===== src/hw/rtl/bfha_pkg.sv =====
package bfha_pkg;

   localparam int unsigned START_W = 16;
   localparam int unsigned LEN_W   = 17;
   localparam int unsigned AGE_W   = 32;

   typedef enum logic [0:0] {
      OP_ALLOC = 1'b0,
      OP_FREE  = 1'b1
   } op_type;

   typedef enum logic [2:0] {
      ST_OK         = 3'd0,
      ST_NO_FIT     = 3'd1,
      ST_UNKNOWN    = 3'd2,
      ST_TABLE_FULL = 3'd3,
      ST_ZERO_SIZE  = 3'd4
   } status_type;

   typedef enum logic [2:0] {
      S_IDLE,
      S_USCAN,
      S_HSCAN,
      S_WRITE,
      S_RESP
   } state_type;

   typedef struct packed {
      logic [0:0]  operation;
      logic [16:0] request_size;
      logic [15:0] block_offset;
   } req_type;

   typedef struct packed {
      logic [15:0] granted_offset;
      logic [2:0]  status;
      logic [16:0] allocated_total;
   } rsp_type;

   typedef struct packed {
      logic               valid;
      logic [START_W-1:0] start;
      logic [LEN_W-1:0]   len;
      logic [AGE_W-1:0]   age;
   } hole_type;

   typedef struct packed {
      logic               valid;
      logic [START_W-1:0] start;
      logic [LEN_W-1:0]   len;
   } used_type;

   typedef struct packed {
      logic init;
      logic shift;
   } ring_ctl_type;

endpackage


===== src/hw/rtl/bfha_hole_cell.sv =====
module bfha_hole_cell #(
   parameter bit FIRST = 1'b0
) (
   input  logic                  clock,
   input  bfha_pkg::ring_ctl_type ctl,
   input  logic [16:0]           heap_size,
   input  bfha_pkg::hole_type    din,
   output bfha_pkg::hole_type    q
);
   import bfha_pkg::*;

   hole_type entry_ff, entry_in;

   always_comb begin
      entry_in = entry_ff;
      if (ctl.init) begin
         entry_in.valid = FIRST;
         entry_in.start = '0;
         entry_in.len   = heap_size;
         entry_in.age   = '0;
      end else if (ctl.shift) begin
         entry_in = din;
      end
   end

   always_ff @(posedge clock) begin
      entry_ff <= entry_in;
   end

   assign q = entry_ff;

endmodule


===== src/hw/rtl/bfha_used_cell.sv =====
module bfha_used_cell (
   input  logic                  clock,
   input  bfha_pkg::ring_ctl_type ctl,
   input  bfha_pkg::used_type    din,
   output bfha_pkg::used_type    q
);
   import bfha_pkg::*;

   used_type entry_ff, entry_in;

   always_comb begin
      entry_in = entry_ff;
      if (ctl.init) begin
         entry_in.valid = 1'b0;
      end else if (ctl.shift) begin
         entry_in = din;
      end
   end

   always_ff @(posedge clock) begin
      entry_ff <= entry_in;
   end

   assign q = entry_ff;

endmodule


===== src/hw/rtl/best_fit_heap_allocator_unit.sv =====
// Channel   Ports                                Handshake
// request   start, busy, req_data                taken when start & !busy
// result    rsp_valid, rsp_data                  one-cycle strobe, no stall
// config    csr_valid, csr_ready, csr_data       written when valid & ready
//
// Both tables are rings of cells that rotate one entry per cycle past a head during scan and write passes.
// Allocate: hole scan, rotate-write, respond; zero size goes straight to respond.
// Free: used scan, hole scan, rotate-write, respond; unknown offset skips to respond.
// Reset and a heap_size write rebuild the tables at the next clock edge.
// Config is taken only while idle; results cannot be stalled.
module best_fit_heap_allocator_unit #(
   parameter int unsigned MAX_BLOCKS  = 32,
   parameter int unsigned OFFSET_BITS = 16
) (
   input  logic              clock,
   input  logic              reset,
   input  logic              start,
   output logic              busy,
   input  bfha_pkg::req_type req_data,
   output logic              rsp_valid,
   output bfha_pkg::rsp_type rsp_data,
   input  logic              csr_valid,
   output logic              csr_ready,
   input  logic [16:0]       csr_data
);
   import bfha_pkg::*;

   localparam int unsigned HS  = MAX_BLOCKS + 1;
   localparam int unsigned HIW = $clog2(HS);
   localparam int unsigned UIW = $clog2(MAX_BLOCKS);
   localparam logic [16:0] HEAP_TOP =
      (OFFSET_BITS >= 16) ? 17'h10000 : 17'(1 << OFFSET_BITS);
   localparam logic [HIW-1:0] HLAST = HIW'(HS - 1);
   localparam logic [HIW-1:0] ULAST = HIW'(MAX_BLOCKS - 1);
   localparam logic [HIW-1:0] UCNT  = HIW'(MAX_BLOCKS);

   state_type state_ff, state_in;
   logic [HIW-1:0] cnt_ff, cnt_in;
   logic [16:0] heap_ff, heap_in;
   logic [AGE_W-1:0] age_ff, age_in;
   logic [16:0] total_ff, total_in;
   req_type req_ff, req_in;
   logic [2:0] status_ff, status_in;

   // search results
   logic best_found_ff, best_found_in;
   logic [HIW-1:0] best_idx_ff, best_idx_in;
   logic [LEN_W-1:0] best_len_ff, best_len_in;
   logic [AGE_W-1:0] best_age_ff, best_age_in;
   logic [START_W-1:0] best_start_ff, best_start_in;
   logic uslot_found_ff, uslot_found_in;
   logic [UIW-1:0] uslot_idx_ff, uslot_idx_in;
   logic [LEN_W-1:0] blk_len_ff, blk_len_in;
   logic lower_found_ff, lower_found_in;
   logic [HIW-1:0] lower_idx_ff, lower_idx_in;
   logic [START_W-1:0] lower_start_ff, lower_start_in;
   logic upper_found_ff, upper_found_in;
   logic [HIW-1:0] upper_idx_ff, upper_idx_in;
   logic [16:0] upper_end_ff, upper_end_in;
   logic hfree_found_ff, hfree_found_in;
   logic [HIW-1:0] hfree_idx_ff, hfree_idx_in;

   ring_ctl_type hctl, uctl;
   hole_type hq [HS];
   used_type uq [MAX_BLOCKS];
   hole_type htail;
   used_type utail;
   hole_type hhead;
   used_type uhead;

   logic [16:0] clamp_val;
   logic [16:0] head_end, free_lo, free_hi;
   logic [HIW-1:0] wslot;
   logic lower_hit, upper_hit, ucnt_live;
   logic [UIW-1:0] ucnt;

   assign hhead = hq[0];
   assign uhead = uq[0];
   assign ucnt_live = cnt_ff < UCNT;
   assign ucnt = cnt_ff[UIW-1:0];
   assign head_end = {1'b0, hhead.start} + hhead.len;
   assign free_lo = {1'b0, req_ff.block_offset};
   assign free_hi = free_lo + blk_len_ff;

   always_comb begin
      clamp_val = csr_data;
      if (csr_data == '0) clamp_val = 17'd1;
      else if (csr_data > HEAP_TOP) clamp_val = HEAP_TOP;
   end

   assign wslot = lower_found_ff ? lower_idx_ff
                : (upper_found_ff ? upper_idx_ff : hfree_idx_ff);
   assign lower_hit = hhead.valid && !lower_found_ff && head_end == free_lo;
   assign upper_hit = hhead.valid && !lower_hit && !upper_found_ff &&
                      {1'b0, hhead.start} == free_hi;

   // ring feedback: head goes to the tail, edited during the write pass
   always_comb begin
      htail = hhead;
      utail = uhead;
      if (state_ff == S_WRITE) begin
         if (req_ff.operation == OP_ALLOC) begin
            if (cnt_ff == best_idx_ff) begin
               if (best_len_ff == req_ff.request_size) begin
                  htail.valid = 1'b0;
               end else begin
                  htail.start = hhead.start + req_ff.request_size[START_W-1:0];
                  htail.len   = hhead.len - req_ff.request_size;
                  htail.age   = age_ff;
               end
            end
            if (ucnt_live && ucnt == uslot_idx_ff) begin
               utail.valid = 1'b1;
               utail.start = best_start_ff;
               utail.len   = req_ff.request_size;
            end
         end else begin
            if (cnt_ff == wslot) begin
               htail.valid = 1'b1;
               htail.start = lower_found_ff ? lower_start_ff : req_ff.block_offset;
               htail.len   = (upper_found_ff ? upper_end_ff : free_hi)
                           - (lower_found_ff ? {1'b0, lower_start_ff} : free_lo);
               htail.age   = age_ff;
            end else if (upper_found_ff && cnt_ff == upper_idx_ff) begin
               htail.valid = 1'b0;
            end
            if (ucnt_live && ucnt == uslot_idx_ff) begin
               utail.valid = 1'b0;
            end
         end
      end
   end

   always_comb begin
      hctl.init  = reset || (csr_valid && csr_ready);
      uctl.init  = hctl.init;
      hctl.shift = state_ff == S_HSCAN || state_ff == S_WRITE;
      uctl.shift = (state_ff == S_USCAN) ||
                   ((state_ff == S_HSCAN || state_ff == S_WRITE) && ucnt_live &&
                    !(state_ff == S_HSCAN && req_ff.operation == OP_FREE));
   end

   for (genvar i = 0; i < HS; i++) begin : g_hole
      bfha_hole_cell #(.FIRST(i == 0)) u_cell (
         .clock     (clock),
         .ctl       (hctl),
         .heap_size (reset ? 17'h10000 & HEAP_TOP | (HEAP_TOP & ~17'h10000)
                           : clamp_val),
         .din       ((i == HS - 1) ? htail : hq[(i + 1) % HS]),
         .q         (hq[i])
      );
   end

   for (genvar i = 0; i < MAX_BLOCKS; i++) begin : g_used
      bfha_used_cell u_cell (
         .clock (clock),
         .ctl   (uctl),
         .din   ((i == MAX_BLOCKS - 1) ? utail : uq[(i + 1) % MAX_BLOCKS]),
         .q     (uq[i])
      );
   end

   always_comb begin
      state_in = state_ff;
      cnt_in = cnt_ff;
      heap_in = heap_ff;
      age_in = age_ff;
      total_in = total_ff;
      req_in = req_ff;
      status_in = status_ff;
      best_found_in = best_found_ff;
      best_idx_in = best_idx_ff;
      best_len_in = best_len_ff;
      best_age_in = best_age_ff;
      best_start_in = best_start_ff;
      uslot_found_in = uslot_found_ff;
      uslot_idx_in = uslot_idx_ff;
      blk_len_in = blk_len_ff;
      lower_found_in = lower_found_ff;
      lower_idx_in = lower_idx_ff;
      lower_start_in = lower_start_ff;
      upper_found_in = upper_found_ff;
      upper_idx_in = upper_idx_ff;
      upper_end_in = upper_end_ff;
      hfree_found_in = hfree_found_ff;
      hfree_idx_in = hfree_idx_ff;

      unique case (state_ff)
         S_IDLE: begin
            if (csr_valid) begin
               heap_in = clamp_val;
               age_in = '0;
               total_in = '0;
            end
            if (start) begin
               req_in = req_data;
               cnt_in = '0;
               best_found_in = 1'b0;
               uslot_found_in = 1'b0;
               lower_found_in = 1'b0;
               upper_found_in = 1'b0;
               hfree_found_in = 1'b0;
               if (req_data.operation == OP_FREE) begin
                  state_in = S_USCAN;
               end else if (req_data.request_size == '0) begin
                  status_in = ST_ZERO_SIZE;
                  state_in = S_RESP;
               end else begin
                  state_in = S_HSCAN;
               end
            end
         end
         S_USCAN: begin
            if (uhead.valid && !uslot_found_in && uhead.start == req_ff.block_offset) begin
               uslot_found_in = 1'b1;
               uslot_idx_in = ucnt;
               blk_len_in = uhead.len;
            end
            cnt_in = cnt_ff + 1'b1;
            if (cnt_ff == ULAST) begin
               cnt_in = '0;
               if (uslot_found_in) begin
                  state_in = S_HSCAN;
               end else begin
                  status_in = ST_UNKNOWN;
                  state_in = S_RESP;
               end
            end
         end
         S_HSCAN: begin
            if (req_ff.operation == OP_ALLOC) begin
               if (hhead.valid && hhead.len >= req_ff.request_size &&
                   (!best_found_ff || hhead.len < best_len_ff ||
                    (hhead.len == best_len_ff && hhead.age < best_age_ff))) begin
                  best_found_in = 1'b1;
                  best_idx_in = cnt_ff;
                  best_len_in = hhead.len;
                  best_age_in = hhead.age;
                  best_start_in = hhead.start;
               end
               if (ucnt_live && !uhead.valid && !uslot_found_ff) begin
                  uslot_found_in = 1'b1;
                  uslot_idx_in = ucnt;
               end
            end else begin
               if (lower_hit) begin
                  lower_found_in = 1'b1;
                  lower_idx_in = cnt_ff;
                  lower_start_in = hhead.start;
               end
               if (upper_hit) begin
                  upper_found_in = 1'b1;
                  upper_idx_in = cnt_ff;
                  upper_end_in = head_end;
               end
               if (!hhead.valid && !hfree_found_ff) begin
                  hfree_found_in = 1'b1;
                  hfree_idx_in = cnt_ff;
               end
            end
            cnt_in = cnt_ff + 1'b1;
            if (cnt_ff == HLAST) begin
               cnt_in = '0;
               state_in = S_RESP;
               if (req_ff.operation == OP_ALLOC) begin
                  if (!best_found_in) status_in = ST_NO_FIT;
                  else if (!uslot_found_in) status_in = ST_TABLE_FULL;
                  else begin
                     status_in = ST_OK;
                     state_in = S_WRITE;
                  end
               end else begin
                  if (!lower_found_in && !upper_found_in && !hfree_found_in) begin
                     status_in = ST_TABLE_FULL;
                  end else begin
                     status_in = ST_OK;
                     state_in = S_WRITE;
                  end
               end
            end
         end
         S_WRITE: begin
            cnt_in = cnt_ff + 1'b1;
            if (cnt_ff == HLAST) begin
               cnt_in = '0;
               state_in = S_RESP;
               if (req_ff.operation == OP_ALLOC) begin
                  total_in = total_ff + req_ff.request_size;
                  if (best_len_ff != req_ff.request_size) age_in = age_ff + 1'b1;
               end else begin
                  total_in = total_ff - blk_len_ff;
                  age_in = age_ff + 1'b1;
               end
            end
         end
         S_RESP: begin
            state_in = S_IDLE;
         end
         default: begin
            state_in = S_IDLE;
         end
      endcase
   end

   always_ff @(posedge clock) begin
      if (reset) begin
         state_ff <= S_IDLE;
         cnt_ff <= '0;
         heap_ff <= HEAP_TOP;
         age_ff <= '0;
         total_ff <= '0;
      end else begin
         state_ff <= state_in;
         cnt_ff <= cnt_in;
         heap_ff <= heap_in;
         age_ff <= age_in;
         total_ff <= total_in;
      end
   end

   always_ff @(posedge clock) begin
      req_ff <= req_in;
      status_ff <= status_in;
      best_found_ff <= best_found_in;
      best_idx_ff <= best_idx_in;
      best_len_ff <= best_len_in;
      best_age_ff <= best_age_in;
      best_start_ff <= best_start_in;
      uslot_found_ff <= uslot_found_in;
      uslot_idx_ff <= uslot_idx_in;
      blk_len_ff <= blk_len_in;
      lower_found_ff <= lower_found_in;
      lower_idx_ff <= lower_idx_in;
      lower_start_ff <= lower_start_in;
      upper_found_ff <= upper_found_in;
      upper_idx_ff <= upper_idx_in;
      upper_end_ff <= upper_end_in;
      hfree_found_ff <= hfree_found_in;
      hfree_idx_ff <= hfree_idx_in;
   end

   assign busy = state_ff != S_IDLE;
   assign csr_ready = !busy;
   assign rsp_valid = state_ff == S_RESP;
   assign rsp_data.status = status_ff;
   assign rsp_data.allocated_total = total_ff;
   assign rsp_data.granted_offset =
      (status_ff == ST_OK && req_ff.operation == OP_ALLOC) ? best_start_ff : '0;

   a_accept_busy: assert property (@(posedge clock) disable iff (reset)
      (start && !busy) |=> busy)
      else $error("accepted beat did not raise busy");
   a_one_strobe: assert property (@(posedge clock) disable iff (reset)
      rsp_valid |=> !rsp_valid)
      else $error("result strobe longer than one cycle");
   a_total_bound: assert property (@(posedge clock) disable iff (reset)
      rsp_valid |-> rsp_data.allocated_total <= heap_ff)
      else $error("allocated total exceeds heap size");
   a_grant_ok: assert property (@(posedge clock) disable iff (reset)
      (rsp_valid && rsp_data.status != ST_OK) |-> rsp_data.granted_offset == '0)
      else $error("nonzero offset on failed request");

endmodule


===== config.mk =====
export PLATFORM = sky130hd
export DESIGN_NAME = best_fit_heap_allocator_unit
export DESIGN_NICKNAME = d
export VERILOG_FILES = /design/src/hw/rtl/bfha_pkg.sv /design/src/hw/rtl/bfha_hole_cell.sv /design/src/hw/rtl/bfha_used_cell.sv /design/src/hw/rtl/best_fit_heap_allocator_unit.sv
export SDC_FILE = /design/constraint.sdc
export NUM_CORES = 2
export LEC_CHECK = 0
export ABC_CLOCK_PERIOD_IN_PS = 68000
export BUFFER_PORTS_ARGS = -buffer_cell sky130_fd_sc_hd__buf_2
export CAP_MARGIN = 20
export CORE_MARGIN = 2
export CORE_UTILIZATION = 58
export DETAILED_ROUTE_END_ITERATION = 10
export GPL_TIMING_DRIVEN = 0
export PLACE_DENSITY = 0.74
export SETUP_SLACK_MARGIN = 0.05
export SYNTH_ARGS = -nofsm -noshare
export SYNTH_HDL_FRONTEND = slang
export SYNTH_SLANG_ARGS = --single-unit

===== constraint.sdc =====
create_clock -name clock -period 68 [get_ports clock]
set_clock_uncertainty 0.2 [all_clocks]
set_input_delay 6.8 -clock clock [delete_from_list [all_inputs] [get_ports clock]]
set_output_delay 6.8 -clock clock [all_outputs]
set_load 0.005 [all_outputs]

==> flow_summary.toml <==
[timing]
setup_viol = 0
period_needed_ns = 11.23
fmax_mhz = 89.1
setup_ws_ns = 56.77
slew_violations = 0
slew_headroom_pct = 25.2
worst_pin_slew_ns = 1.12
rsz0062_at_grt = "no"
hold_viol = 0
fin_crit_sh_pct = 16.5
tns_ns = 0

[placement]
hpwlAfterDp_mm = 195
dp_slack_ns = 55.90
portBuffers = 92
gp_congestion = 0.984

[floorplan]
io_pins = 94
die_area_mm2 = 0.212
die_h_um = 460
core_mm2 = 0.207
row_count = 167
start_util_pct = 58.3
die_width_um = 460

[clock_network]
path_clk_slew_ns = 0.07
cts_resized = 0
clock_latency_ns = 0.96
cts.sinks = 3510
hold_buffers = 0
post_cts_buffers = 0
clock-root-buffer = "clkbuf_16"
cts_buffers = 352
cts_tree = "done"
h-tree-depth = 5
cts_buffer_depth = 4

[grt]
grt_max_degree = 147
grt_pass1_wl_mm = 433
gr-total-overflow = 0
antenna_found_initial = 14
grt_pass1_vias = 69200
grtUsageTotal_pct = 26.9

[pwr]
power_frac_clock_pct = 35.5
p_per_area_mw_per_mm2 = 39.2
seqPwrFrac_pct = 49.6
p_sw_share_pct = 27.8
combPwrFrac_pct = 14.9
intPower_mw = 3.87
vdd_ir_drop_max_mv = 0.0298
leakagePower_nw = 54.2
switching_power_mw = 1.49

[drt]
drc_errors = 0
routedWlPerCell_um = 25.1
first_pass_iters = 6
first_iter_violations = 6259
via_per_inst = 6.06
totalWireLength_mm = 289
ant_nets = 0
dr_total_vias = 69900

[hold_path]
hold_path_class = "reg -> reg"
holdPathStages = 0
min_from = "g_used[2].u_cell.q[8]$_DFFE_PP_"
min_delay_worst_endpoint = "g_used[1].u_cell.q[8]$_DFFE_PP_"

[synthesis]
ys_seq_area_share_pct = 73.2
syn_inst = 8056
synthesis.area_mm2 = 0.121
synth_area_leaders = "edfxtp_1 45%, dfxtp_1 28%, a22o_1 11%"
ys_types = 84
yosysWarnings = 0
synth_seq_cells = 3510
ys.flop_type = "edfxtp_1"
synthArstFlopShare_pct = 0
synth_area_leader_cell = "edfxtp_1"
syn_avg_cell_area_um2 = 15.0
synth_top_area_share_pct = 44.9
synth_edf_count = 1803
syn-num-nets = 8265

[worst_setup_path]
r2r_slack_ns = 61.42
crit_path_end_kind = "register"
worstPathCellList = "clkbuf_1, nand2b_1, clkbuf_1, buf_1, nor2_4, buf_12, buf_12, buf_12, buf_12, buf_12, buf_12, buf_12, buf_12, buf_12, buf_12, buf_12, buf_12"
crit_slowest_cell = "clkbuf_1"
slowest_delay_ns = 0.45
critPathLaunchType = "input port"
rr_worst_depth = 21
critical_path_arrival_ns = 11.66
path_max_fanout = 37
worst_r2r_endpoint = "g_used[4].u_cell.q[25]$_DFFE_PP_"
r2r_start = "state_ff[2]$_SDFFE_PP0P_"
cpMostUsedCell = "buf_12"
required_ns = 68.43
criticalPathCategory = "in -> reg"

[final_layout]
drive_above_1_share_pct = 8.37
nets = 8769
syn_to_final_growth_pct = 13.4

[run]
drv_cap = 0

[outcome]
status = "finished, final reports clean"
power groups by stage:
stage | Sequential [mW] | Combinational [mW] | Clock [mW]
final | 2.66 | 0.800 | 1.90
after floorplan | 2.92 | 0.514 | 0
after detailed placement | 2.69 | 0.786 | 0
after global routing | 2.68 | 0.865 | 2.01
after global placement | 3.06 | 0.727 | 0
after CTS | 2.66 | 0.795 | 1.93
metrics by stage:
| stage | power [mW] | instance area [um2] | hold slack [ns] | instances | util [%] |
|---|---|---|---|---|---|
| 6_report | 5.36 | 137000 | 0.186 | 11500 | 66.1 |
| 5_1_grt | 5.55 | 137000 | 0.185 | 11500 | 66.1 |
| 4_1_cts | 5.39 | 137000 | 0.175 | 11500 | 66.1 |
| 3_5_place_dp | 3.48 | 126000 | 0.205 | 10900 | 60.7 |
| 3_3_place_gp | 3.78 | 124000 | 0.201 | 10900 | 60.2 |
| 2_1_floorplan | 3.43 | 121000 | 0.200 | 8056 | - |
worst max path at each step:
stage	slack (ns)	from	to
after floorplan	14.06	reset	g_used[0].u_cell.q[0]$_DFFE_PP_
after global placement	0.57	reset	g_used[6].u_cell.q[19]$_DFFE_PP_
after detailed placement	55.90	reset	g_used[10].u_cell.q[20]$_DFFE_PP_
after CTS	56.84	reset	g_used[29].u_cell.q[21]$_DFFE_PP_
after global routing	56.47	reset	g_used[29].u_cell.q[21]$_DFFE_PP_
final	56.77	reset	g_used[4].u_cell.q[25]$_DFFE_PP_
layout by cell type, fill, tap and decap left out, types with 31 or more instances in the layout:
| master | n |
|---|---|
| xnor2_1 | 103 |
| nor2_1 | 191 |
| clkbuf_1 | 615 |
| o221ai_1 | 35 |
| nor3_1 | 46 |
| nor4_1 | 34 |
| edfxtp_1 | 1803 |
| clkbuf_16 | 357 |
| nand3_1 | 38 |
| a22o_1 | 1565 |
| nand2_1 | 243 |
| a21oi_1 | 142 |
| clkinv_2 | 58 |
| xor2_1 | 86 |
| dfxtp_1 | 1707 |
| mux2i_1 | 44 |
| inv_1 | 103 |
| clkinv_1 | 43 |
| and2_1 | 41 |
| a21o_1 | 592 |
| o21ai_0 | 134 |
| buf_2 | 104 |
| mux2_2 | 35 |
| bufinv_16 | 32 |
| ha_1 | 148 |
| nand2b_1 | 31 |
Yosys cell counts, drive strengths merged (27+ instances only):
master	number
o21ai	142
inv	106
nor3	49
xnor2	103
and2	41
a21oi	143
nand2b	31
o221ai	35
xor2	86
dfxtp	1707
nand2	243
nand3	38
a21o	592
nor4	37
nor2b	27
a22o	1565
clkbuf	554
ha	148
mux2i	44
nor2	192
mux2	35
edfxtp	1803
worst max-delay path, delay by kind of cell:
kind	cells	cell delay, ns
buf+inv	15	4.13
simple gates	2	0.54
flip-flops by register name, summed over array words and instances, names as in the netlist, 5 cells and up:
signal	count
g_hole.u_cell.q	2178
g_used.u_cell.q	1088
age_ff	32
best_age_ff	32
req_ff	18
best_len_ff	17
blk_len_ff	17
total_ff	17
upper_end_ff	17
best_start_ff	16
free_lo	16
lower_start_ff	16
best_idx_ff	6
cnt_ff	6
hfree_idx_ff	6
lower_idx_ff	6
upper_idx_ff	6
uslot_idx_ff	5
metal layers:
metal	vias to the layer above	track usage, %	part of all wire (%)
met1	35000	35.0	41
met5	-	0	0.013
li1	32100	-	-
met2	2170	44.7	48
met3	620	3.55	4.9
met4	6	13.4	5.3
cell families (layout without fill, tap and decap cells):
logic type / after synthesis / in the layout / share of synthesized area, %
adders and majority gates: 154 / 154 / 1.63
and+or+nand+nor: 765 / 765 / 3.05
muxes: 79 / 79 / 0.692
AOI/OAI and AO/OA: 2667 / 2667 / 17.7
buffers and inverters: 685 / 1444 / 2.15
other: 0 / 3 / 0
xor gates and xnor gates: 196 / 196 / 1.51
DFF: 3510 / 3510 / 73.2
final cells by class:
class,instances,area [um2]
multi-input combinational,3861,29700
clock buffer,447,9550
inverter,106,405
antenna,3,7.51
buffer,579,2190
timing repair buffer,150,1500
clock inverter,162,1680
tap,2704,3380
sequential,3510,88300
fill,14000,70100
No activity file was read; power rests on OpenSTA's default activity.
